### src/rtl/u8d_pkg.sv
// ----------------------------------------------------------------------------
// u8d_pkg
// Shared types and constants for the streaming UTF-8 decoder: byte classes,
// stop reasons, result kinds, register indexes and the queue entry layout.
// ----------------------------------------------------------------------------
`default_nettype none

package u8d_pkg;

    // Default width of the saturating character and byte counters
    localparam int COUNT_WIDTH_DEF = 16;

    // Fixed field widths
    localparam int CP_W      = 31;
    localparam int BUF_W     = 16;
    localparam int OUT_CNT_W = 16;
    localparam int LEN_W     = 3;
    localparam int PAYLOAD_W = 7;

    // Depth of the queue between front and back
    localparam int QUEUE_DEPTH = 2;

    // Register indexes on the configuration port
    localparam logic CFG_BUFFER_CHARS = 1'b0;
    localparam logic CFG_WIDE_16BIT   = 1'b1;

    // Result kinds
    localparam logic KIND_CHAR    = 1'b0;
    localparam logic KIND_SUMMARY = 1'b1;

    // Byte classes produced by the front end
    typedef enum logic [1:0] {
        CLS_ASCII = 2'd0,
        CLS_LEAD  = 2'd1,
        CLS_CONT  = 2'd2,
        CLS_BAD   = 2'd3
    } byte_class_t;

    // Why decoding stopped
    typedef enum logic [1:0] {
        REASON_END      = 2'd0,
        REASON_INVALID  = 2'd1,
        REASON_TOO_WIDE = 2'd2,
        REASON_BUF_FULL = 2'd3
    } reason_t;

    // One classified input item
    typedef struct packed {
        logic                 present;
        logic                 eos;
        byte_class_t          cls;
        logic [LEN_W-1:0]     lead_len;   // continuation bytes that follow a lead
        logic [PAYLOAD_W-1:0] payload;    // data bits of the byte
    } item_t;

endpackage : u8d_pkg

`default_nettype wire

### src/rtl/u8d_front.sv
// ----------------------------------------------------------------------------
// u8d_front
// Input side: takes byte requests, classifies each byte (ASCII, lead,
// continuation, invalid), strips the marker bits and pushes the result
// into the queue.
// ----------------------------------------------------------------------------
`default_nettype none

module u8d_front (
    input  wire logic              in_valid,
    output logic                   in_ready,
    input  wire logic [7:0]        data_byte,
    input  wire logic              byte_present,
    input  wire logic              end_of_string,
    input  wire logic              q_full,
    output logic                   q_push,
    output u8d_pkg::item_t         q_item
);

    // Handshake: take a request whenever the queue has room
    assign in_ready = !q_full;
    assign q_push   = in_valid && !q_full;

    // Byte classifier
    always_comb
    begin
        q_item          = '0;
        q_item.present  = byte_present;
        q_item.eos      = end_of_string;
        if (!data_byte[7])
        begin
            q_item.cls     = u8d_pkg::CLS_ASCII;
            q_item.payload = data_byte[6:0];
        end
        else if (data_byte[7:6] == 2'b10)
        begin
            q_item.cls     = u8d_pkg::CLS_CONT;
            q_item.payload = {1'b0, data_byte[5:0]};
        end
        else if (data_byte[7:5] == 3'b110)
        begin
            q_item.cls      = u8d_pkg::CLS_LEAD;
            q_item.lead_len = 3'd1;
            q_item.payload  = {2'b0, data_byte[4:0]};
        end
        else if (data_byte[7:4] == 4'b1110)
        begin
            q_item.cls      = u8d_pkg::CLS_LEAD;
            q_item.lead_len = 3'd2;
            q_item.payload  = {3'b0, data_byte[3:0]};
        end
        else if (data_byte[7:3] == 5'b11110)
        begin
            q_item.cls      = u8d_pkg::CLS_LEAD;
            q_item.lead_len = 3'd3;
            q_item.payload  = {4'b0, data_byte[2:0]};
        end
        else if (data_byte[7:2] == 6'b111110)
        begin
            q_item.cls      = u8d_pkg::CLS_LEAD;
            q_item.lead_len = 3'd4;
            q_item.payload  = {5'b0, data_byte[1:0]};
        end
        else if (data_byte[7:1] == 7'b1111110)
        begin
            q_item.cls      = u8d_pkg::CLS_LEAD;
            q_item.lead_len = 3'd5;
            q_item.payload  = {6'b0, data_byte[0]};
        end
        else
        begin
            // 0xFE and 0xFF
            q_item.cls = u8d_pkg::CLS_BAD;
        end
    end

endmodule : u8d_front

`default_nettype wire

### src/rtl/u8d_queue.sv
// ----------------------------------------------------------------------------
// u8d_queue
// Short FIFO of classified items between front and back, so that either
// side can stall without stopping the other at once.
// ----------------------------------------------------------------------------
`default_nettype none

module u8d_queue (
    input  wire logic            clk,
    input  wire logic            rst_n,
    input  wire logic            push,
    input  wire u8d_pkg::item_t  push_item,
    input  wire logic            pop,
    output u8d_pkg::item_t       head,
    output logic                 head_valid,
    output logic                 full
);

    localparam int PTR_W = (u8d_pkg::QUEUE_DEPTH > 1) ? $clog2(u8d_pkg::QUEUE_DEPTH) : 1;
    localparam int CNT_W = $clog2(u8d_pkg::QUEUE_DEPTH + 1);
    localparam logic [CNT_W-1:0] DEPTH_C = CNT_W'(u8d_pkg::QUEUE_DEPTH);
    localparam logic [PTR_W-1:0] LAST_C  = PTR_W'(u8d_pkg::QUEUE_DEPTH - 1);

    u8d_pkg::item_t   mem [u8d_pkg::QUEUE_DEPTH];
    logic [PTR_W-1:0] wr_ptr_reg, wr_ptr_next;
    logic [PTR_W-1:0] rd_ptr_reg, rd_ptr_next;
    logic [CNT_W-1:0] count_reg, count_next;
    logic             do_push;
    logic             do_pop;

    assign full       = (count_reg == DEPTH_C);
    assign head_valid = (count_reg != '0);
    assign head       = mem[rd_ptr_reg];
    assign do_push    = push && !full;
    assign do_pop     = pop && head_valid;

    // Pointer and fill level
    always_comb
    begin
        wr_ptr_next = wr_ptr_reg;
        rd_ptr_next = rd_ptr_reg;
        count_next  = count_reg;
        if (do_push)
        begin
            wr_ptr_next = (wr_ptr_reg == LAST_C) ? '0 : wr_ptr_reg + 1'b1;
        end
        if (do_pop)
        begin
            rd_ptr_next = (rd_ptr_reg == LAST_C) ? '0 : rd_ptr_reg + 1'b1;
        end
        if (do_push && !do_pop)
        begin
            count_next = count_reg + 1'b1;
        end
        else if (do_pop && !do_push)
        begin
            count_next = count_reg - 1'b1;
        end
    end

    always_ff @(posedge clk or negedge rst_n)
    begin
        if (!rst_n)
        begin
            wr_ptr_reg <= '0;
            rd_ptr_reg <= '0;
            count_reg  <= '0;
        end
        else
        begin
            wr_ptr_reg <= wr_ptr_next;
            rd_ptr_reg <= rd_ptr_next;
            count_reg  <= count_next;
        end
    end

    // Storage
    always_ff @(posedge clk)
    begin
        if (do_push)
        begin
            mem[wr_ptr_reg] <= push_item;
        end
    end

endmodule : u8d_queue

`default_nettype wire

### src/rtl/u8d_back.sv
// ----------------------------------------------------------------------------
// u8d_back
// Decode side: pops classified bytes, builds code points, keeps the
// saturating counters and the stop status, and drives the result register.
// An item that gives a character and a summary parks the summary in a
// pending register until the result register is free again.
// ----------------------------------------------------------------------------
`default_nettype none

module u8d_back #(
    parameter int COUNT_WIDTH = u8d_pkg::COUNT_WIDTH_DEF
) (
    input  wire logic                             clk,
    input  wire logic                             rst_n,
    input  wire u8d_pkg::item_t                   head,
    input  wire logic                             head_valid,
    output logic                                  pop,
    input  wire logic [u8d_pkg::BUF_W-1:0]        buffer_chars,
    input  wire logic                             wide_16bit,
    output logic                                  out_valid,
    input  wire logic                             out_ready,
    output logic                                  kind,
    output logic [u8d_pkg::CP_W-1:0]              code_point,
    output logic [u8d_pkg::OUT_CNT_W-1:0]         chars_decoded,
    output logic [u8d_pkg::OUT_CNT_W-1:0]         bytes_consumed,
    output logic [1:0]                            stop_reason,
    output logic                                  last
);

    localparam int CMP_W = (COUNT_WIDTH > u8d_pkg::BUF_W) ? COUNT_WIDTH : u8d_pkg::BUF_W;
    localparam int CP_W  = u8d_pkg::CP_W;
    localparam int LEN_W = u8d_pkg::LEN_W;
    localparam logic [COUNT_WIDTH-1:0] CNT_MAX = {COUNT_WIDTH{1'b1}};

    // Decoder state
    logic [LEN_W-1:0]       bytes_left_reg, bytes_left_next;
    logic [LEN_W-1:0]       seq_length_reg, seq_length_next;
    logic [CP_W-1:0]        acc_reg, acc_next;
    logic [COUNT_WIDTH-1:0] bytes_done_reg, bytes_done_next;
    logic [COUNT_WIDTH-1:0] chars_done_reg, chars_done_next;
    logic                   halted_reg, halted_next;
    u8d_pkg::reason_t       halt_cause_reg, halt_cause_next;

    // Result register and pending summary
    logic                   out_valid_reg, out_valid_next;
    logic                   out_kind_reg, out_kind_next;
    logic [CP_W-1:0]        out_cp_reg, out_cp_next;
    logic [u8d_pkg::OUT_CNT_W-1:0] out_chars_reg, out_chars_next;
    logic [u8d_pkg::OUT_CNT_W-1:0] out_bytes_reg, out_bytes_next;
    u8d_pkg::reason_t       out_reason_reg, out_reason_next;
    logic                   out_last_reg, out_last_next;
    logic                   pend_valid_reg, pend_valid_next;
    logic [u8d_pkg::OUT_CNT_W-1:0] pend_chars_reg, pend_chars_next;
    logic [u8d_pkg::OUT_CNT_W-1:0] pend_bytes_reg, pend_bytes_next;
    u8d_pkg::reason_t       pend_reason_reg, pend_reason_next;

    // Step results
    logic                   slot_free;
    logic                   done;
    logic [CP_W-1:0]        done_cp;
    logic [LEN_W-1:0]       done_len;
    logic [CP_W-1:0]        acc_shift;
    logic [LEN_W-1:0]       left_dec;
    logic [COUNT_WIDTH:0]   bytes_sum;
    logic                   emit_char;
    logic [CP_W-1:0]        char_cp;
    logic [CMP_W-1:0]       chars_ext;
    logic [CMP_W-1:0]       bytes_ext;
    logic [u8d_pkg::OUT_CNT_W-1:0] sum_chars;
    logic [u8d_pkg::OUT_CNT_W-1:0] sum_bytes;
    u8d_pkg::reason_t       sum_reason;

    assign slot_free = !out_valid_reg || out_ready;
    assign pop       = head_valid && !pend_valid_reg && slot_free;

    assign acc_shift = {acc_reg[CP_W-7:0], head.payload[5:0]};
    assign left_dec  = bytes_left_reg - 1'b1;

    // Byte decode, counting and end-of-string handling for the head item
    always_comb
    begin
        bytes_left_next = bytes_left_reg;
        seq_length_next = seq_length_reg;
        acc_next        = acc_reg;
        bytes_done_next = bytes_done_reg;
        chars_done_next = chars_done_reg;
        halted_next     = halted_reg;
        halt_cause_next = halt_cause_reg;
        done            = 1'b0;
        done_cp         = '0;
        done_len        = '0;
        emit_char       = 1'b0;
        char_cp         = '0;
        bytes_sum       = '0;
        chars_ext       = '0;
        bytes_ext       = '0;
        sum_reason      = u8d_pkg::REASON_END;

        // Sequence assembly
        if (head.present && !halted_reg)
        begin
            if (bytes_left_reg == '0)
            begin
                unique case (head.cls)
                    u8d_pkg::CLS_ASCII:
                    begin
                        done     = 1'b1;
                        done_cp  = CP_W'(head.payload);
                        done_len = LEN_W'(1);
                    end
                    u8d_pkg::CLS_LEAD:
                    begin
                        acc_next        = CP_W'(head.payload);
                        bytes_left_next = head.lead_len;
                        seq_length_next = head.lead_len + 1'b1;
                    end
                    default:
                    begin
                        // stray continuation or 0xFE/0xFF
                        halted_next     = 1'b1;
                        halt_cause_next = u8d_pkg::REASON_INVALID;
                    end
                endcase
            end
            else if (head.cls != u8d_pkg::CLS_CONT)
            begin
                halted_next     = 1'b1;
                halt_cause_next = u8d_pkg::REASON_INVALID;
                bytes_left_next = '0;
                seq_length_next = '0;
                acc_next        = '0;
            end
            else if (left_dec == '0)
            begin
                done     = 1'b1;
                done_cp  = acc_shift;
                done_len = seq_length_reg;
            end
            else
            begin
                acc_next        = acc_shift;
                bytes_left_next = left_dec;
            end
        end

        // Completed character
        if (done)
        begin
            bytes_left_next = '0;
            seq_length_next = '0;
            acc_next        = '0;
            if (wide_16bit && (done_cp[CP_W-1:16] != '0))
            begin
                halted_next     = 1'b1;
                halt_cause_next = u8d_pkg::REASON_TOO_WIDE;
            end
            else
            begin
                chars_done_next = (chars_done_reg == CNT_MAX) ? chars_done_reg
                                                              : chars_done_reg + 1'b1;
                bytes_sum       = {1'b0, bytes_done_reg} + (COUNT_WIDTH+1)'(done_len);
                bytes_done_next = (bytes_sum > {1'b0, CNT_MAX}) ? CNT_MAX
                                                                : bytes_sum[COUNT_WIDTH-1:0];
                if (buffer_chars != '0)
                begin
                    emit_char = 1'b1;
                    char_cp   = done_cp;
                    if (CMP_W'(chars_done_next) == CMP_W'(buffer_chars))
                    begin
                        halted_next     = 1'b1;
                        halt_cause_next = u8d_pkg::REASON_BUF_FULL;
                    end
                end
            end
        end

        // Summary fields, then clear for the next string
        chars_ext = CMP_W'(chars_done_next);
        bytes_ext = CMP_W'(bytes_done_next);
        if (halted_next)
        begin
            sum_reason = halt_cause_next;
        end
        else if (bytes_left_next != '0)
        begin
            sum_reason = u8d_pkg::REASON_INVALID;
        end
        if (head.eos)
        begin
            bytes_left_next = '0;
            seq_length_next = '0;
            acc_next        = '0;
            bytes_done_next = '0;
            chars_done_next = '0;
            halted_next     = 1'b0;
            halt_cause_next = u8d_pkg::REASON_END;
        end
    end

    assign sum_chars = chars_ext[u8d_pkg::OUT_CNT_W-1:0];
    assign sum_bytes = bytes_ext[u8d_pkg::OUT_CNT_W-1:0];

    // Result register and pending summary
    always_comb
    begin
        out_valid_next   = out_valid_reg && !out_ready;
        out_kind_next    = out_kind_reg;
        out_cp_next      = out_cp_reg;
        out_chars_next   = out_chars_reg;
        out_bytes_next   = out_bytes_reg;
        out_reason_next  = out_reason_reg;
        out_last_next    = out_last_reg;
        pend_valid_next  = pend_valid_reg;
        pend_chars_next  = pend_chars_reg;
        pend_bytes_next  = pend_bytes_reg;
        pend_reason_next = pend_reason_reg;

        if (pend_valid_reg && slot_free)
        begin
            out_valid_next  = 1'b1;
            out_kind_next   = u8d_pkg::KIND_SUMMARY;
            out_cp_next     = '0;
            out_chars_next  = pend_chars_reg;
            out_bytes_next  = pend_bytes_reg;
            out_reason_next = pend_reason_reg;
            out_last_next   = 1'b1;
            pend_valid_next = 1'b0;
        end
        else if (pop)
        begin
            if (emit_char)
            begin
                out_valid_next   = 1'b1;
                out_kind_next    = u8d_pkg::KIND_CHAR;
                out_cp_next      = char_cp;
                out_chars_next   = '0;
                out_bytes_next   = '0;
                out_reason_next  = u8d_pkg::REASON_END;
                out_last_next    = 1'b0;
                pend_valid_next  = head.eos;
                pend_chars_next  = sum_chars;
                pend_bytes_next  = sum_bytes;
                pend_reason_next = sum_reason;
            end
            else if (head.eos)
            begin
                out_valid_next  = 1'b1;
                out_kind_next   = u8d_pkg::KIND_SUMMARY;
                out_cp_next     = '0;
                out_chars_next  = sum_chars;
                out_bytes_next  = sum_bytes;
                out_reason_next = sum_reason;
                out_last_next   = 1'b1;
            end
        end
    end

    // Control state
    always_ff @(posedge clk or negedge rst_n)
    begin
        if (!rst_n)
        begin
            bytes_left_reg <= '0;
            seq_length_reg <= '0;
            acc_reg        <= '0;
            bytes_done_reg <= '0;
            chars_done_reg <= '0;
            halted_reg     <= 1'b0;
            halt_cause_reg <= u8d_pkg::REASON_END;
            out_valid_reg  <= 1'b0;
            pend_valid_reg <= 1'b0;
        end
        else
        begin
            if (pop)
            begin
                bytes_left_reg <= bytes_left_next;
                seq_length_reg <= seq_length_next;
                acc_reg        <= acc_next;
                bytes_done_reg <= bytes_done_next;
                chars_done_reg <= chars_done_next;
                halted_reg     <= halted_next;
                halt_cause_reg <= halt_cause_next;
            end
            out_valid_reg  <= out_valid_next;
            pend_valid_reg <= pend_valid_next;
        end
    end

    // Result payload
    always_ff @(posedge clk)
    begin
        out_kind_reg    <= out_kind_next;
        out_cp_reg      <= out_cp_next;
        out_chars_reg   <= out_chars_next;
        out_bytes_reg   <= out_bytes_next;
        out_reason_reg  <= out_reason_next;
        out_last_reg    <= out_last_next;
        pend_chars_reg  <= pend_chars_next;
        pend_bytes_reg  <= pend_bytes_next;
        pend_reason_reg <= pend_reason_next;
    end

    assign out_valid      = out_valid_reg;
    assign kind           = out_kind_reg;
    assign code_point     = out_cp_reg;
    assign chars_decoded  = out_chars_reg;
    assign bytes_consumed = out_bytes_reg;
    assign stop_reason    = out_reason_reg;
    assign last           = out_last_reg;

    // A pending summary always sits behind a character in the result register
    a_pend_behind_char: assert property (@(posedge clk) disable iff (!rst_n)
        pend_valid_reg |-> (out_valid_reg && out_kind_reg == u8d_pkg::KIND_CHAR))
        else $error("pending summary without a character ahead of it");

    // Only summaries close a string
    a_last_is_summary: assert property (@(posedge clk) disable iff (!rst_n)
        out_valid_reg |-> (out_last_reg == out_kind_reg))
        else $error("last flag does not match result kind");

    // Sequence length and remaining count are cleared together
    a_seq_tracks_left: assert property (@(posedge clk) disable iff (!rst_n)
        (bytes_left_reg == '0) == (seq_length_reg == '0))
        else $error("sequence length out of step with bytes left");

    // A stopped decoder holds no partial sequence and has a real cause
    a_halt_clean: assert property (@(posedge clk) disable iff (!rst_n)
        halted_reg |-> (bytes_left_reg == '0 && halt_cause_reg != u8d_pkg::REASON_END))
        else $error("halted with partial sequence or no cause");

    // No new item is taken while a summary waits
    a_no_pop_pending: assert property (@(posedge clk) disable iff (!rst_n)
        pend_valid_reg |-> !pop)
        else $error("item popped while summary pending");

endmodule : u8d_back

`default_nettype wire

### src/rtl/utf8_stream_decoder_core.sv
// ----------------------------------------------------------------------------
// utf8_stream_decoder_core
// Streaming legacy UTF-8 decoder (1 to 6 byte sequences, 31-bit code
// points). Emits one request per decoded character while buffer_chars is
// nonzero, and one summary per string with counts and the stop reason.
//
//   Channel   Direction  Handshake          Payload
//   in        sink       in_valid/in_ready  data_byte, byte_present, end_of_string
//   out       source     out_valid/out_ready kind, code_point, chars_decoded,
//                                           bytes_consumed, stop_reason, last
//   cfg       sink       cfg_we             cfg_index, cfg_wdata
//
// One byte request is taken per cycle while the queue has room (in_ready high);
// results pass through a 2-entry queue and then the registered decode stage.
// A request that yields a character and a summary uses the result register
// twice, character first; that single result register sets the peak rate.
// Reset clears all control state at once; there is no clearing pass.
// When out_ready is low the result register and pending summary fill, then
// the queue, then in_ready drops.
// ----------------------------------------------------------------------------
`default_nettype none

module utf8_stream_decoder_core #(
    parameter int COUNT_WIDTH = u8d_pkg::COUNT_WIDTH_DEF
) (
    input  wire logic                              clk,
    input  wire logic                              rst_n,
    // byte input
    input  wire logic                              in_valid,
    output logic                                   in_ready,
    input  wire logic [7:0]                        data_byte,
    input  wire logic                              byte_present,
    input  wire logic                              end_of_string,
    // results
    output logic                                   out_valid,
    input  wire logic                              out_ready,
    output logic                                   kind,
    output logic [u8d_pkg::CP_W-1:0]               code_point,
    output logic [u8d_pkg::OUT_CNT_W-1:0]          chars_decoded,
    output logic [u8d_pkg::OUT_CNT_W-1:0]          bytes_consumed,
    output logic [1:0]                             stop_reason,
    output logic                                   last,
    // configuration
    input  wire logic                              cfg_we,
    input  wire logic                              cfg_index,
    input  wire logic [u8d_pkg::BUF_W-1:0]         cfg_wdata
);

    logic [u8d_pkg::BUF_W-1:0] buffer_chars_reg;
    logic                      wide_16bit_reg;

    u8d_pkg::item_t            push_item;
    u8d_pkg::item_t            head;
    logic                      push;
    logic                      pop;
    logic                      head_valid;
    logic                      q_full;

    // Configuration registers
    always_ff @(posedge clk or negedge rst_n)
    begin
        if (!rst_n)
        begin
            buffer_chars_reg <= '0;
            wide_16bit_reg   <= 1'b0;
        end
        else if (cfg_we)
        begin
            case (cfg_index)
                u8d_pkg::CFG_BUFFER_CHARS: buffer_chars_reg <= cfg_wdata;
                u8d_pkg::CFG_WIDE_16BIT:   wide_16bit_reg   <= cfg_wdata[0];
                default:                   ;
            endcase
        end
    end

    u8d_front u_front (
        .in_valid      (in_valid),
        .in_ready      (in_ready),
        .data_byte     (data_byte),
        .byte_present  (byte_present),
        .end_of_string (end_of_string),
        .q_full        (q_full),
        .q_push        (push),
        .q_item        (push_item)
    );

    u8d_queue u_queue (
        .clk        (clk),
        .rst_n      (rst_n),
        .push       (push),
        .push_item  (push_item),
        .pop        (pop),
        .head       (head),
        .head_valid (head_valid),
        .full       (q_full)
    );

    u8d_back #(
        .COUNT_WIDTH (COUNT_WIDTH)
    ) u_back (
        .clk            (clk),
        .rst_n          (rst_n),
        .head           (head),
        .head_valid     (head_valid),
        .pop            (pop),
        .buffer_chars   (buffer_chars_reg),
        .wide_16bit     (wide_16bit_reg),
        .out_valid      (out_valid),
        .out_ready      (out_ready),
        .kind           (kind),
        .code_point     (code_point),
        .chars_decoded  (chars_decoded),
        .bytes_consumed (bytes_consumed),
        .stop_reason    (stop_reason),
        .last           (last)
    );

endmodule : utf8_stream_decoder_core

`default_nettype wire
### config.mk
export PLATFORM = sky130hd
export DESIGN_NAME = utf8_stream_decoder_core
export DESIGN_NICKNAME = d
export VERILOG_FILES = /design/src/rtl/u8d_pkg.sv /design/src/rtl/u8d_front.sv /design/src/rtl/u8d_queue.sv /design/src/rtl/u8d_back.sv /design/src/rtl/utf8_stream_decoder_core.sv
export SDC_FILE = /design/constraint.sdc
export NUM_CORES = 1
export LEC_CHECK = 0
export ABC_CLOCK_PERIOD_IN_PS = 3600
export BUFFER_PORTS_ARGS = -buffer_cell sky130_fd_sc_hd__clkbuf_2
export CAP_MARGIN = 20
export CORE_ASPECT_RATIO = 1.1
export CORE_MARGIN = 2
export CORE_UTILIZATION = 53
export DETAILED_ROUTE_END_ITERATION = 16
export HOLD_SLACK_MARGIN = 0.05
export PLACE_DENSITY = 0.76
export SYNTH_ARGS = -nofsm -noshare
export SYNTH_HDL_FRONTEND = slang
export SYNTH_SLANG_ARGS = --single-unit
### constraint.sdc
create_clock -name clk -period 3.6 [get_ports clk]
set_clock_uncertainty 0.15 [all_clocks]
set_input_delay 0.18 -clock clk [delete_from_list [all_inputs] [get_ports clk]]
set_output_delay 0.18 -clock clk [all_outputs]
set_load 0.02 [all_outputs]
# ---- Word-level counts from Yosys, hierarchy flattened
# Memory sizes are Yosys's and may differ from the RTL's.
# Cells that the tools add are included.
dict set report word_totals {
  regBits 189
  ram_bits 28
  in_bits 32
  output_inout_bits 69
  wordCells 199
  n_memories 1
}
# name words width read_ports rd_clocked_by_memory_dff wr line
set memory_table {}
lappend memory_table {u_queue.mem 2 14 1 0 1 u8d_queue.sv:24} ;# u8d_pkg::item_t mem [u8d_pkg::QUEUE_DEPTH];
dict set report op_classes {
  n_addsub 8
  order_cmp 1
  eq_ne 13
  n_mux 110
  n_bitwise 2
  n_reduce_logical 42
}
# cell count
set ops {}
lappend ops {{$mux 31} 9}
lappend ops {{$mux 16} 16}
lappend ops {{$mux 25} 7}
lappend ops {{$mux 3} 19}
lappend ops {{$mux 12} 4}
lappend ops {{$mux 2} 19}
lappend ops {{$mux 1} 32}
lappend ops {{$mux 7} 3}
lappend ops {{$add 16x3->17} 1}
lappend ops {{$gt 17x16->1 const B} 1}
lappend ops {{$add 16x1->16 const B} 1}
lappend ops {{$eq 16x16->1} 1}
lappend ops {{$eq 16x16->1 const B} 1}
lappend ops {{$reduce_bool 16->1} 1}
lappend ops {{$reduce_bool 15->1} 1}
lappend ops {{$logic_and 1x1->1} 11}
lappend ops {{$mux 10} 1}
lappend ops {{$reduce_and 2->1} 5}
lappend ops {{$reduce_bool 2->1} 5}
lappend ops {{$reduce_bool 3->1} 3}
lappend ops {{$reduce_and 4->1} 2}
lappend ops {{$eq 7x7->1 const B} 1}
lappend ops {{$logic_not 1->1} 7}
lappend ops {{$eq 6x6->1 const B} 1}
lappend ops {{other kinds (20)} 24}

# ---- Logic depth before layout (Yosys ltp)
# Gate-level depths: netlist (run 1).
dict set report logic_depth {
  word_depth 15
  mapped_depth 17
  ltp_nobuf 15
}

# ---- By module
# From an unflattened synthesis (run 1), not the netlist that was laid out.
dict set report hier_totals {
  cells_unflattened 878
  hier_area_um2 10172.3
}
# mod n_inst cells_each area_each_um2 seq_area_each_um2
set modules_own_cells {}
lappend modules_own_cells {u8d_back 1 750 8021.4 4384.2}
lappend modules_own_cells {u8d_queue 1 63 1263.7 940.9}
lappend modules_own_cells {utf8_stream_decoder_core 1 38 703.2 425.4}
lappend modules_own_cells {u8d_front 1 27 183.9 0.0}

# ---- Worst setup path after synthesis (run 1)
# No wires, ideal clock.
dict set report synth_timing {
  kind {register to register}
  startpoint {register u_back.bytes_left_reg[0]}
  endpoint {register u_back.out_bytes_reg (netlist bit u_back.bytes_consumed[3]), data pin}
  setup_ps 152
  arrival_time_ps 3673
  required_ps 3298
  slack_ps -376
  stages_incl_launch_ff 18
  n_path_buf 3
  period_less_slack_ps 3976
  path_cell_list {dfrtp_1 > inv_1 > ha_1 > nor2b_1 > buf_2 > or4_4 > a21boi_2 > buf_6 > a21boi_0 > ha_1 > fa_1 > a21oi_1 > nor3_1 > nand4_1 > clkbuf_1 > a21oi_1 > o22ai_1 > o21ai_0}
}
dict set report synth_via {
  elab_chain_len 15
  word_cells_on_any_way 28
  cone_classes {add/sub: 2; order compare: 1; mux: 21; reduce/logical: 4}
}
# item line
set synth_rtl {}
lappend synth_rtl {{start: declaration} u8d_back.sv:36} ;# logic [LEN_W-1:0] bytes_left_reg, bytes_left_next;
lappend synth_rtl {{start signal: assignment} u8d_back.sv:277} ;# bytes_left_reg <= bytes_left_next;
lappend synth_rtl {{$sub 3x1->3} u8d_back.sv:77} ;# assign left_dec = bytes_left_reg - 1'b1;
lappend synth_rtl {{$logic_not 3->1} u8d_back.sv:133} ;# else if (left_dec == '0)
lappend synth_rtl {{$mux 3} u8d_back.sv:133}
lappend synth_rtl {{$mux 3} u8d_back.sv:125} ;# else if (head.cls != u8d_pkg::CLS_CONT)
lappend synth_rtl {{$mux 3} u8d_back.sv:102} ;# if (bytes_left_reg == '0)
lappend synth_rtl {{$mux 3} u8d_back.sv:100} ;# if (head.present && !halted_reg)
lappend synth_rtl {{$add 16x3->17} u8d_back.sv:161} ;# bytes_sum = {1'b0, bytes_done_reg} + (COUNT_WIDTH+1)'(done_len);
lappend synth_rtl {{$gt 17x16->1} u8d_back.sv:162} ;# bytes_done_next = (bytes_sum > {1'b0, CNT_MAX}) ? CNT_MAX
lappend synth_rtl {{$mux 16} u8d_back.sv:162}
lappend synth_rtl {{$mux 16} u8d_back.sv:152} ;# if (wide_16bit && (done_cp[CP_W-1:16] != '0))
lappend synth_rtl {{$mux 16} u8d_back.sv:147} ;# if (done)
lappend synth_rtl {{$mux 16} u8d_back.sv:245} ;# else if (head.eos)
lappend synth_rtl {{$mux 16 *} u8d_back.sv:231} ;# if (emit_char)
lappend synth_rtl {{$mux 16 *} u8d_back.sv:229} ;# else if (pop)
lappend synth_rtl {{$mux 16 *} u8d_back.sv:218} ;# if (pend_valid_reg && slot_free)
lappend synth_rtl {{net u_back.out_bytes_next, one bit} u8d_back.sv:49} ;# logic [u8d_pkg::OUT_CNT_W-1:0] out_bytes_reg, out_bytes_next;
lappend synth_rtl {{end signal: assignment} u8d_back.sv:296} ;# out_bytes_reg <= out_bytes_next;
lappend synth_rtl {{end: declaration} u8d_back.sv:49}
# The timed path passes the listed nets; every way through them passes the cells marked *. The select of a mux whose other input is x is not followed.
# A chain may end at the register's enable or synchronous reset.

# ---- Worst setup path after layout (run 1)
dict set report layout_timing {
  startpoint {register u_back.bytes_left_reg[0]}
  endpoint {register u_back.out_bytes_reg (netlist bit u_back.bytes_consumed[5]), data pin}
}
dict set report layout_via {
  elab_chain_len 15
  word_cells_on_any_way 28
  cone_classes {add/sub: 2; order compare: 1; mux: 21; reduce/logical: 4}
}
# item line
set layout_rtl {}
lappend layout_rtl {{$sub 3x1->3} u8d_back.sv:77}
lappend layout_rtl {{$logic_not 3->1} u8d_back.sv:133}
lappend layout_rtl {{$mux 3} u8d_back.sv:133}
lappend layout_rtl {{$mux 3} u8d_back.sv:125}
lappend layout_rtl {{$mux 3} u8d_back.sv:102}
lappend layout_rtl {{$mux 3} u8d_back.sv:100}
lappend layout_rtl {{$add 16x3->17} u8d_back.sv:161}
lappend layout_rtl {{$gt 17x16->1} u8d_back.sv:162}
lappend layout_rtl {{$mux 16} u8d_back.sv:162}
lappend layout_rtl {{$mux 16} u8d_back.sv:152}
lappend layout_rtl {{$mux 16 *} u8d_back.sv:147}
lappend layout_rtl {{net u_back.bytes_ext[5]} u8d_back.sv:68} ;# logic [CMP_W-1:0] bytes_ext;
lappend layout_rtl {{$mux 16 *} u8d_back.sv:245}
lappend layout_rtl {{$mux 16 *} u8d_back.sv:231}
lappend layout_rtl {{$mux 16 *} u8d_back.sv:229}
lappend layout_rtl {{$mux 16 *} u8d_back.sv:218}
lappend layout_rtl {{net u_back.out_bytes_next, one bit} u8d_back.sv:49}
# Marks and branches as above.

==> reports/metrics.cfg, run 1 <==
[power_and_ir_drop]
max-vdd-ir-drop_uv = 616.2
p_total_mw = 8.973
power.density_mw_per_mm2 = 728.0
power.leakage_nw = 5.217
power_frac_comb_pct = 34.2
internal_power_mw = 5.754
pwr-share-clk_pct = 27.2
p_switching_mw = 3.218
swShare_pct = 35.87
power_frac_seq_pct = 38.6

[synthesis]
syn_nets = 960
yosysWarningCount = 0
avgSynthCellArea_um2 = 11.01
async_flop_share_pct = 41.01
yosys.area.top_type = edfxtp_1
synthFlopType = edfxtp_1
ys_seq_elements = 217
synth_edf_count = 96
synthTopCellsByArea = edfxtp_1 (29%), dfrtp_1 (22%), dfxtp_1 (6.3%), a22o_1 (4.5%), nand2_1 (3.5%)
synth_top_area_share_pct = 28.52
synth-seq-area-share_pct = 56.89
yosysUniqueCellTypes = 68
syn-instance-count = 918
syn-cell-area_mm2 = 0.01011

[global_route]
antenna_found_initial = 0
globalRouteOverflowTotal = 0
grt_usage_pct = 24.91
grt_pass1_vias = 7652
grt_pass1_wl_um = 40230
grt_max_degree = 53

[status]
status = finished, final reports clean

[placed_design]
dp.cells = 1247
dpl-instance-area_mm2 = 0.01105
gp_congestion = 0.9989
place_hpwl_um = 16400
numPortBuffers = 100

[floorplanning]
start_util_pct = 54.51
die_area_mm2 = 0.02019
dieWidth_um = 135.7
pin_count = 101
die_y_um = 148.8
rows = 52
core_area_mm2 = 0.01854

[critical_path]
r2r_start = u_back.bytes_left_reg[0]
slowest_stage = or4_4
arrival_ps = 3730
end_kind = register
critPathMaxStageDelay_ps = 530
critPathLaunchType = register
path_cells = inv_2 -> ha_1 -> nor2b_2 -> or4_4 -> a21boi_4 -> a21boi_4 -> ha_4 -> fa_2 -> a21oi_4 -> nor3_4 -> nand4_1 -> buf_6 -> a21oi_1 -> o22a_1 -> a22o_1
crit_required_ps = 3820
worstPathMaxFanout = 6
cp-startpoint = u_back.bytes_left_reg[0]
crit_type = register to register
cp_common_cell = a21boi_4

[final_layout]
multi_input_area_mm2 = 0.004048
nFillCells = 1408
largest_reg_flops = 31
postLayoutCoreUtil_pct = 66.47
finalNetCount = 1113
drive_above_1_share_pct = 23.64
regArea_mm2 = 0.005752
instances_no_fill = 1330
area_growth_pct = 21.93
final_area_mm2 = 0.01233
antenna_cells = 0

[clocking]
cts-buffers-inserted = 22
insertion_delay_ps = 510
cts.htree.levels = 1
cts.sinks = 217
cts_tree = done
cts_root_buf = clkbuf_16
cts.reportedPaths.clkPinSlew_ps = 70
clockBufferDepth = 3

[sta]
period_share_pct = 97.54
setup_viol = 0
fin_crit_ps = 3511
max_slew_margin_pct = 39.51
report.final.hold_viol_count = 0
worstMarginPinSlew_ps = 907.3
rsz0062_at_grt = yes
finalSetupTns_ps = 0
maxSlewViolCount = 0
max_freq_mhz = 284.8

[drt]
via_per_inst = 5.949
wire_per_inst_um = 18.87
drtPass1Iterations = 4
drc = 0
ant_nets = 0
wl_um = 25090
drt-initial-drc-count = 715
via_count = 7912

[min_path]
hp-class = primary input to asynchronous set/reset pin

[run]
drv_cap = 0

==> per-stage QoR <==
step                      setup slack [ps]  hold slack [ps]
after floorplan                      11.35           -265.6
after global placement               166.5            3.289
after detailed placement             41.41            7.404
after CTS                            13.88            80.98
after global routing                -57.81            118.1
final                                88.52            83.45
==> critical path, delay by kind of cell (launching register included) <==
| family | cells | cell delay (ps) |
|---|---|---|
| buffers and inverters | 2 | 240 |
| flip-flops | 1 | 360 |
| adder cells (fa/ha/maj) | 3 | 630 |
| AND/OR/NAND/NOR | 4 | 1020 |
| AO/OA/AOI/OAI | 6 | 990 |
==> final timing paths <==
kind	cells after the start	end	slack, ps
setup / recovery	15	u_back.bytes_consumed[5]	90
hold / removal	3	u_queue.count_reg[1]	80
setup reg to reg	15	u_back.bytes_consumed[5]	90
hold reg to reg	1	u_back.code_point[9]	330
max in group asynchronous	3	u_back.acc_reg[6]	2770
min in group clk	4	buffer_chars_reg[3]	120
==> cell type report <==
type	instances	area share, %
clock buffers	25	4.730
clock inverters	15	1.573
inverters	41	1.279
multi-input cells	599	32.84
flip-flops and latches	217	46.67
well taps	243	2.467
repair buffers	190	10.45
==> layout by cell type, fill, tap and decap left out, types with 3 or more instances in the layout <==
master	netlist	routed
a21o_1	4	4
bufinv_16	0	4
nand2b_1	12	12
mux2i_1	22	21
edfxtp_1	96	96
a22oi_1	17	17
clkinv_1	0	4
a21oi_1	27	25
clkbuf_2	1	100
o31ai_1	3	3
o21ai_0	71	65
ha_1	9	6
or4_1	3	3
buf_4	2	54
mux2_2	29	29
a211oi_1	7	7
clkbuf_16	0	23
and3_1	10	10
dfxtp_1	32	32
nand3_1	31	30
a31oi_1	12	11
nand3b_1	5	5
o21a_1	3	3
a22o_1	52	52
nand4_1	20	20
nor3_1	7	6
dlygate4sd3_1	0	33
and2_1	7	6
o22ai_1	5	4
o21ai_1	0	6
dfrtp_1	89	88
inv_1	41	38
xnor2_1	22	22
nor2b_1	7	6
xor2_1	9	8
nor4_1	13	12
nand2_1	95	95
and4_1	6	5
nor2_1	47	47
or3b_2	3	3
==> cell families (layout without fill, tap and decap cells) <==
kind of cell               Yosys count  in the layout  share of synthesized area [%]
and+or+nand+nor                    281            281                          14.10
AOI/OAI and AO/OA                  225            225                          15.15
DFF                                217            217                          56.89
buffers and inverters              102            271                          4.233
muxes                               51             51                          5.409
xor gates and xnor gates            32             32                          2.909
adders and majority gates           10             10                          1.312
==> cell usage after synthesis, types with 12 or more instances <==
| cell type | number |
|---|---|
| mux2i_1 | 22 |
| a31oi_1 | 12 |
| nand2b_1 | 12 |
| buf_2 | 17 |
| nor2_1 | 47 |
| nand3_1 | 31 |
| nand4_1 | 20 |
| nor4_1 | 13 |
| a22o_1 | 52 |
| inv_1 | 41 |
| clkbuf_1 | 36 |
| dfxtp_1 | 32 |
| edfxtp_1 | 96 |
| a21oi_1 | 27 |
| dfrtp_1 | 89 |
| nand2_1 | 95 |
| a22oi_1 | 17 |
| mux2_2 | 29 |
| o21ai_0 | 71 |
| xnor2_1 | 22 |
==> metal layers <==
layer / global-route usage, % / wire (µm)
met4: 8.542 / 747
met5: 0 / 0
met3: 3.874 / 1579
met1: 33.93 / 10570
met2: 40.98 / 12200
==> power by group through the flow <==
stage / Sequential, mW / Clock, mW / Combinational [mW]
3_5_place_dp: 3.51 / 0 / 2.91
2_1_floorplan: 3.73 / 0 / 1.70
5_1_grt: 3.52 / 2.57 / 3.31
3_3_place_gp: 3.49 / 0 / 2.86
6_report: 3.47 / 2.44 / 3.07
4_1_cts: 3.46 / 2.47 / 2.96
==> timing repair <==
| item | 4_1_cts | 5_1_grt |
|---|---|---|
| gates resized for setup | 0 | 23 |
| hold buffers | 34 | 0 |
| setup buffers | 0 | 7 |
| hold endpoints to repair | 137 | 0 |
| setup endpoints to repair | 0 | 27 |
Note: power is estimated with default switching activity, not from simulation.
==> run 2, diff against run 1 <==
--- a/config.mk
+++ b/config.mk
@@ -10,10 +10,10 @@
 export CAP_MARGIN = 20
 export CORE_ASPECT_RATIO = 1.1
 export CORE_MARGIN = 2
-export CORE_UTILIZATION = 53
+export CORE_UTILIZATION = 50
 export DETAILED_ROUTE_END_ITERATION = 16
 export HOLD_SLACK_MARGIN = 0.05
-export PLACE_DENSITY = 0.76
+export PLACE_DENSITY = 0.72
 export SYNTH_ARGS = -nofsm -noshare
 export SYNTH_HDL_FRONTEND = slang
 export SYNTH_SLANG_ARGS = --single-unit
==> run 2 against run 1 <==
  * Sequential share of layout area rose by 0.48 points
  * Global-route usage fell by 2.0 points
  * Core utilization fell by 5.1 points
  * Sequential power barely moved
  * Die area rose by 5.8%
  * First-iteration DRC count fell by 10%
  * Largest cell class unchanged
  * Largest power group unchanged
  * Highest routed layer unchanged
==> reports/metrics.cfg, run 2 (synthesized netlist as in run 1, its figures left out) <==
[sta]
report.final.hold_viol_count = 0  ; unchanged
hold_ws_ps = 63.26  ; -20.19 ps
rsz0062_at_grt = yes
finalSetupTns_ps = 0  ; unchanged
setup_viol = 0  ; unchanged
max_freq_mhz = 285.6  ; +0.29%
worstMarginPinSlew_ps = 917.0  ; +9.691 ps
fin_crit_ps = 3501  ; -10.01 ps
period_share_pct = 97.26  ; -0.28 points
maxSlewViolCount = 0  ; unchanged
max_slew_margin_pct = 38.64  ; -0.87 points
fin_ws_ps = 98.53  ; +10.01 ps

[floorplanning]
dieWidth_um = 139.6  ; +2.9%
start_util_pct = 50.89  ; -3.6 points
rows = 54  ; +3.8%
die_area_mm2 = 0.02137  ; +5.8%
die_y_um = 153.1  ; +2.9%
core_area_mm2 = 0.01986  ; +7.1%
pin_count = 101  ; unchanged

[placed_design]
post-place-ws_ps = 44.10  ; +2.688 ps
numPortBuffers = 100  ; unchanged
place_hpwl_um = 16500  ; +0.59%
gp_congestion = 0.9157  ; -8.3%
dpl-instance-area_mm2 = 0.01103  ; -0.24%

[drt]
drc = 0  ; unchanged
drt-initial-drc-count = 643  ; -10%
wl_um = 24410  ; -2.7%
ant_nets = 0  ; unchanged
wire_per_inst_um = 18.39  ; -2.5%
via_count = 7813  ; -1.3%
drtPass1Iterations = 5  ; +1
via_per_inst = 5.888  ; -1.0%

[critical_path]
arrival_ps = 3730  ; about the same
crit_type = register to register
worstPathMaxFanout = 7  ; +1
crit_required_ps = 3830  ; about the same
r2r.worst_path.cells = 15  ; unchanged
end_kind = register
critPathLaunchType = register

[final_layout]
final_area_mm2 = 0.01220  ; -1.0%
postLayoutCoreUtil_pct = 61.42  ; -5.1 points
finalNetCount = 1101  ; -1.1%
drive_above_1_share_pct = 23.16  ; -0.48 points
antenna_cells = 0  ; unchanged
nFillCells = 1615  ; +15%
mostFrequentLayoutCells = clkbuf_2 (100), edfxtp_1 (96), nand2_1 (95), dfrtp_1 (88), o21ai_0 (67)
final_common_cell = clkbuf_2
largest_reg_flops = 31  ; unchanged
area_growth_pct = 20.70

[clocking]
cts.reportedPaths.clkPinSlew_ps = 70  ; about the same
cts.sinks = 217  ; unchanged
cts_root_buf = clkbuf_16
cts.htree.levels = 1  ; unchanged
clockBufferDepth = 3  ; unchanged
cts-buffers-inserted = 22  ; unchanged
cts_tree = done
insertion_delay_ps = 500  ; about the same

[power_and_ir_drop]
power.leakage_nw = 5.156  ; -1.2%
max-vdd-ir-drop_uv = 494.2  ; -20%
power.density_mw_per_mm2 = 717.5  ; -1.4%

[min_path]
hp-class = primary input to asynchronous set/reset pin

[run]
drv_cap = 0  ; unchanged

[status]
status = finished, final reports clean

[global_route]
grt_usage_pct = 22.91  ; -2.0 points
globalRouteOverflowTotal = 0  ; unchanged
grt_pass1_vias = 7651  ; -0.013%
grt_max_degree = 44  ; -17%
grt_pass1_wl_um = 40270  ; +0.10%
antenna_found_initial = 0  ; unchanged

==> run 2: worst max-delay path, cell delays in order, from the launching register on <==
cell and delay, ps:
dfrtp_1 360, inv_2 70, ha_4 150, nor2b_2 150
or4_4 550, a21boi_4 170, a21boi_4 220, ha_4 170
fa_2 240, a21oi_4 80, nor3_4 190, nand4_1 220
buf_6 200, a211o_1 250, nand2_1 100, a22o_1 130
==> run 2: where the power goes <==
part           leakage [nW]  internal, mW  switching, mW
registers              2.35          3.21          0.267
logic                  2.43          1.04           1.95
clock network         0.373          1.33          0.955
==> run 2: final timing paths <==
kind	start	slack (ps)	endpoint
worst max-delay path	u_back.bytes_left_reg[0]	100	u_back.bytes_consumed[11]
min in group clk	cfg_index	140	buffer_chars_reg[9]
max in group asynchronous	rst_n	2450	u_back.acc_reg[14]
worst min-delay path	rst_n	60	buffer_chars_reg[14]
worst min register to register	u_back.code_point[13]	330	u_back.code_point[13]
worst max register to register	u_back.bytes_left_reg[0]	100	u_back.bytes_consumed[11]
==> run 2: area by class of cell <==
class / instances / area, µm² / area share (%)
Sequential cell: 217 / 5752 / 47.14
Multi-Input combinational cell: 599 / 4055 / 33.24
Timing Repair Buffer: 178 / 1185 / 9.712
Clock buffer: 26 / 628.1 / 5.148
Tap cell: 252 / 315.3 / 2.584
Inverter: 41 / 157.7 / 1.292
Clock inverter: 14 / 107.6 / 0.8820
==> run 2: timing repair <==
item	CTS	global route
hold buffers	33	0
setup endpoints to repair	0	33
buffers inserted	0	2
resized for setup	0	20
hold endpoints to repair	90	0
==> run 2: metrics by stage <==
| step | total power, mW | std cells |
|---|---|---|
| after floorplan | 5.432 | 918 |
| after global placement | 6.327 | 1251 |
| after detailed placement | 6.391 | 1251 |
| after CTS | 8.707 | 1324 |
| after global routing | 9.214 | 1327 |
| final | 8.753 | 1327 |
==> run 2: per-layer routing <==
layer | share of wire (%) | track usage (%) | vias to the layer above
met4 | 2.5 | 7.476 | 0
met3 | 5.0 | 3.039 | 49
met5 | 0 | 0 | -
li1 | - | - | 3662
met1 | 44 | 31.80 | 3843
met2 | 48 | 37.68 | 259
==> run 3, diff against run 2 <==
--- a/config.mk
+++ b/config.mk
@@ -10,7 +10,7 @@
 export CAP_MARGIN = 20
 export CORE_ASPECT_RATIO = 1.1
 export CORE_MARGIN = 2
-export CORE_UTILIZATION = 50
+export CORE_UTILIZATION = 43
 export DETAILED_ROUTE_END_ITERATION = 16
 export HOLD_SLACK_MARGIN = 0.05
 export PLACE_DENSITY = 0.72
==> run 3 against run 2 <==
  * Cell count up 3.5%
  * Via count down 2.3%
  * Flip-flop and latch count unchanged
  * Count of clock-buffer cells in the layout down 1
  * Sequential share of layout area about the same
  * Critical path depth unchanged
  * Routed wire length down 0.76%
  * Cell area unchanged
  * Critical endpoint is now u_back.bytes_consumed[6]
  * First-iteration DRC count up 15%
  * Worst hold slack better by 11 ps
  * Power down 0.21%
==> reports/metrics.cfg, run 3 (synthesized netlist as in run 1, its figures left out) <==
[clocking]
cts_root_buf = clkbuf_16
insertion_delay_ps = 510  ; about the same
clockBufferDepth = 3  ; unchanged
cts.htree.levels = 1  ; unchanged
cts-buffers-inserted = 23  ; +4.5%
post_cts_buffers = 0  ; unchanged
cts_tree = done
cts.reportedPaths.clkPinSlew_ps = 60  ; about the same
cts.sinks = 217  ; unchanged

[global_route]
grt_max_degree = 44  ; unchanged
globalRouteOverflowTotal = 0  ; unchanged
grt_pass1_wl_um = 39470  ; -2.0%
grt_usage_pct = 19.96  ; -2.9 points
antenna_found_initial = 0  ; unchanged
grt_pass1_vias = 7527  ; -1.6%

[drt]
via_count = 7631  ; -2.3%
wl_um = 24230  ; -0.76%
ant_nets = 0  ; unchanged
drc = 0  ; unchanged
via_per_inst = 5.558  ; -5.6%
drtPass1Iterations = 7  ; +2
drt-initial-drc-count = 737  ; +15%
wire_per_inst_um = 17.64  ; -4.1%

[sta]
report.final.hold_viol_count = 0  ; unchanged
fin_crit_ps = 3457  ; -44.36 ps
rsz0062_at_grt = yes
max_slew_margin_pct = 27.93  ; -11 points
max_freq_mhz = 289.3  ; +1.3%
setup_viol = 0  ; unchanged
period_share_pct = 96.03  ; -1.2 points
worstMarginPinSlew_ps = 1071  ; +154.2 ps
maxSlewViolCount = 0  ; unchanged

[critical_path]
slowest_stage = fa_2
end_kind = register
critPathMaxStageDelay_ps = 380  ; -170 ps
r2r_end = u_back.bytes_consumed[6]
path_cells = inv_2 -> ha_2 -> xor2_2 -> or4_4 -> a21boi_4 -> a21boi_2 -> ha_2 -> fa_2 -> a21oi_4 -> nor3_4 -> nand4_1 -> nand3_1 -> o31ai_1 -> o21ai_1 -> a22o_1
r2r.worst_path.cells = 15  ; unchanged
crit_required_ps = 3720  ; -110 ps
r2r_start = u_back.bytes_left_reg[1]
crit_type = register to register
cp-startpoint = u_back.bytes_left_reg[1]
worstPathMaxFanout = 5  ; -2
critPathLaunchType = register
arrival_ps = 3570  ; -160 ps
cp_common_cell = ha_2
rrSetupSlack_ps = 140  ; +40 ps

[final_layout]
final_common_cell = clkbuf_2
antenna_cells = 0  ; unchanged
postLayoutCoreUtil_pct = 53.03  ; -8.4 points
area_growth_pct = 20.70  ; unchanged
mostFrequentLayoutCells = clkbuf_2 (99), edfxtp_1 (96), nand2_1 (94), dfrtp_1 (89), o21ai_0 (63)
largest_reg_flops = 31  ; unchanged
drive_above_1_share_pct = 22.65  ; -0.52 points
finalNetCount = 1099  ; -0.18%

[floorplanning]
rows = 58  ; +7.4%
dieWidth_um = 150.2  ; +7.6%
die_y_um = 164.8  ; +7.6%
start_util_pct = 43.94  ; -6.9 points
die_area_mm2 = 0.02475  ; +16%
core_area_mm2 = 0.02300  ; +16%
pin_count = 101  ; unchanged

[placed_design]
numPortBuffers = 100  ; unchanged
gp_congestion = 0.9045  ; -1.2%
place_hpwl_um = 16550  ; +0.31%

[power_and_ir_drop]
p_total_mw = 8.735  ; -0.21%
max-vdd-ir-drop_uv = 479.0  ; -3.1%
power_frac_comb_pct = 33.7  ; -0.5 points
pwr-share-clk_pct = 26.7  ; +0.6 points
p_switching_mw = 3.180  ; +0.31%
internal_power_mw = 5.555  ; -0.51%
power_frac_seq_pct = 39.6  ; about the same
power.leakage_nw = 5.145  ; -0.21%
power.density_mw_per_mm2 = 715.9  ; -0.21%
swShare_pct = 36.40  ; +0.19 points

[min_path]
hp-class = primary input to asynchronous set/reset pin

[run]
drv_cap = 0  ; unchanged

[status]
status = finished, final reports clean

[run 3: power by group through the flow]
stage | sequential, mW | combinational, mW | clock [mW]
4_1_cts | 3.46 | 2.94 | 2.39
2_1_floorplan | 3.73 | 1.70 | 0
3_5_place_dp | 3.50 | 2.90 | 0
3_3_place_gp | 3.50 | 2.87 | 0
6_report | 3.46 | 2.94 | 2.34
5_1_grt | 3.51 | 3.23 | 2.49
[run 3: routing by layer]
metal / track usage (%) / vias to the layer above / routed length (µm)
met5: 0 / - / 0
met4: 6.218 / 0 / 566
met3: 3.260 / 48 / 1383
met2: 33.21 / 246 / 11770
met1: 26.85 / 3681 / 10510
li1: - / 3656 / -
[run 3: cell type report]
cell class,count,area (µm²)
clock buffer,25,614.3
clock inverter,16,131.4
fill,2032,10800
inverter,41,157.7
multi-input combinational,599,4006
sequential,217,5751
tap,300,375.4
timing repair buffer,175,1165
[run 3: what timing repair did]
action                     CTS  global route
hold buffers                33             0
gates resized for setup      0            15
hold endpoints to repair    90             0
setup endpoints to repair    0            26
[run 3: critical path: cells and delay by family (launching register included)]
| family | cells | cell delay (ps) |
|---|---|---|
| AOI/OAI and AO/OA | 6 | 1020 |
| DFF | 1 | 370 |
| xor gates and xnor gates | 1 | 230 |
| buffers and inverters | 1 | 90 |
| and+or+nand+nor | 4 | 560 |
| adders and majority gates | 3 | 790 |
[run 3: worst max path at each step]
stage | endpoint | slack [ps] | cells past startpoint
6_report | u_back.bytes_consumed[6] | 140 | 15
5_1_grt | u_back.bytes_consumed[6] | -40 | 15
4_1_cts | u_back.bytes_consumed[6] | 70 | 15
3_5_place_dp | u_back.bytes_consumed[6] | 90 | 15
3_3_place_gp | u_back.bytes_consumed[6] | 190 | 15
2_1_floorplan | u_back.bytes_consumed[7] | 10 | 17
[run 3: per-stage QoR]
step / TNS, ps / hold slack (ps) / instances / worst slack (ps) / area [µm²]
floorplan: 0 / -265.6 / 918 / 11.35 / 10160
global placement: 0 / 66.07 / 1299 / 188.5 / 11090
detailed placement: 0 / 73.59 / 1299 / 92.69 / 11090
CTS: 0 / 79.43 / 1373 / 70.17 / 12160
global route: -85.91 / 117.2 / 1373 / -38.85 / 12200
finish: 0 / 74.58 / 1373 / 142.9 / 12200
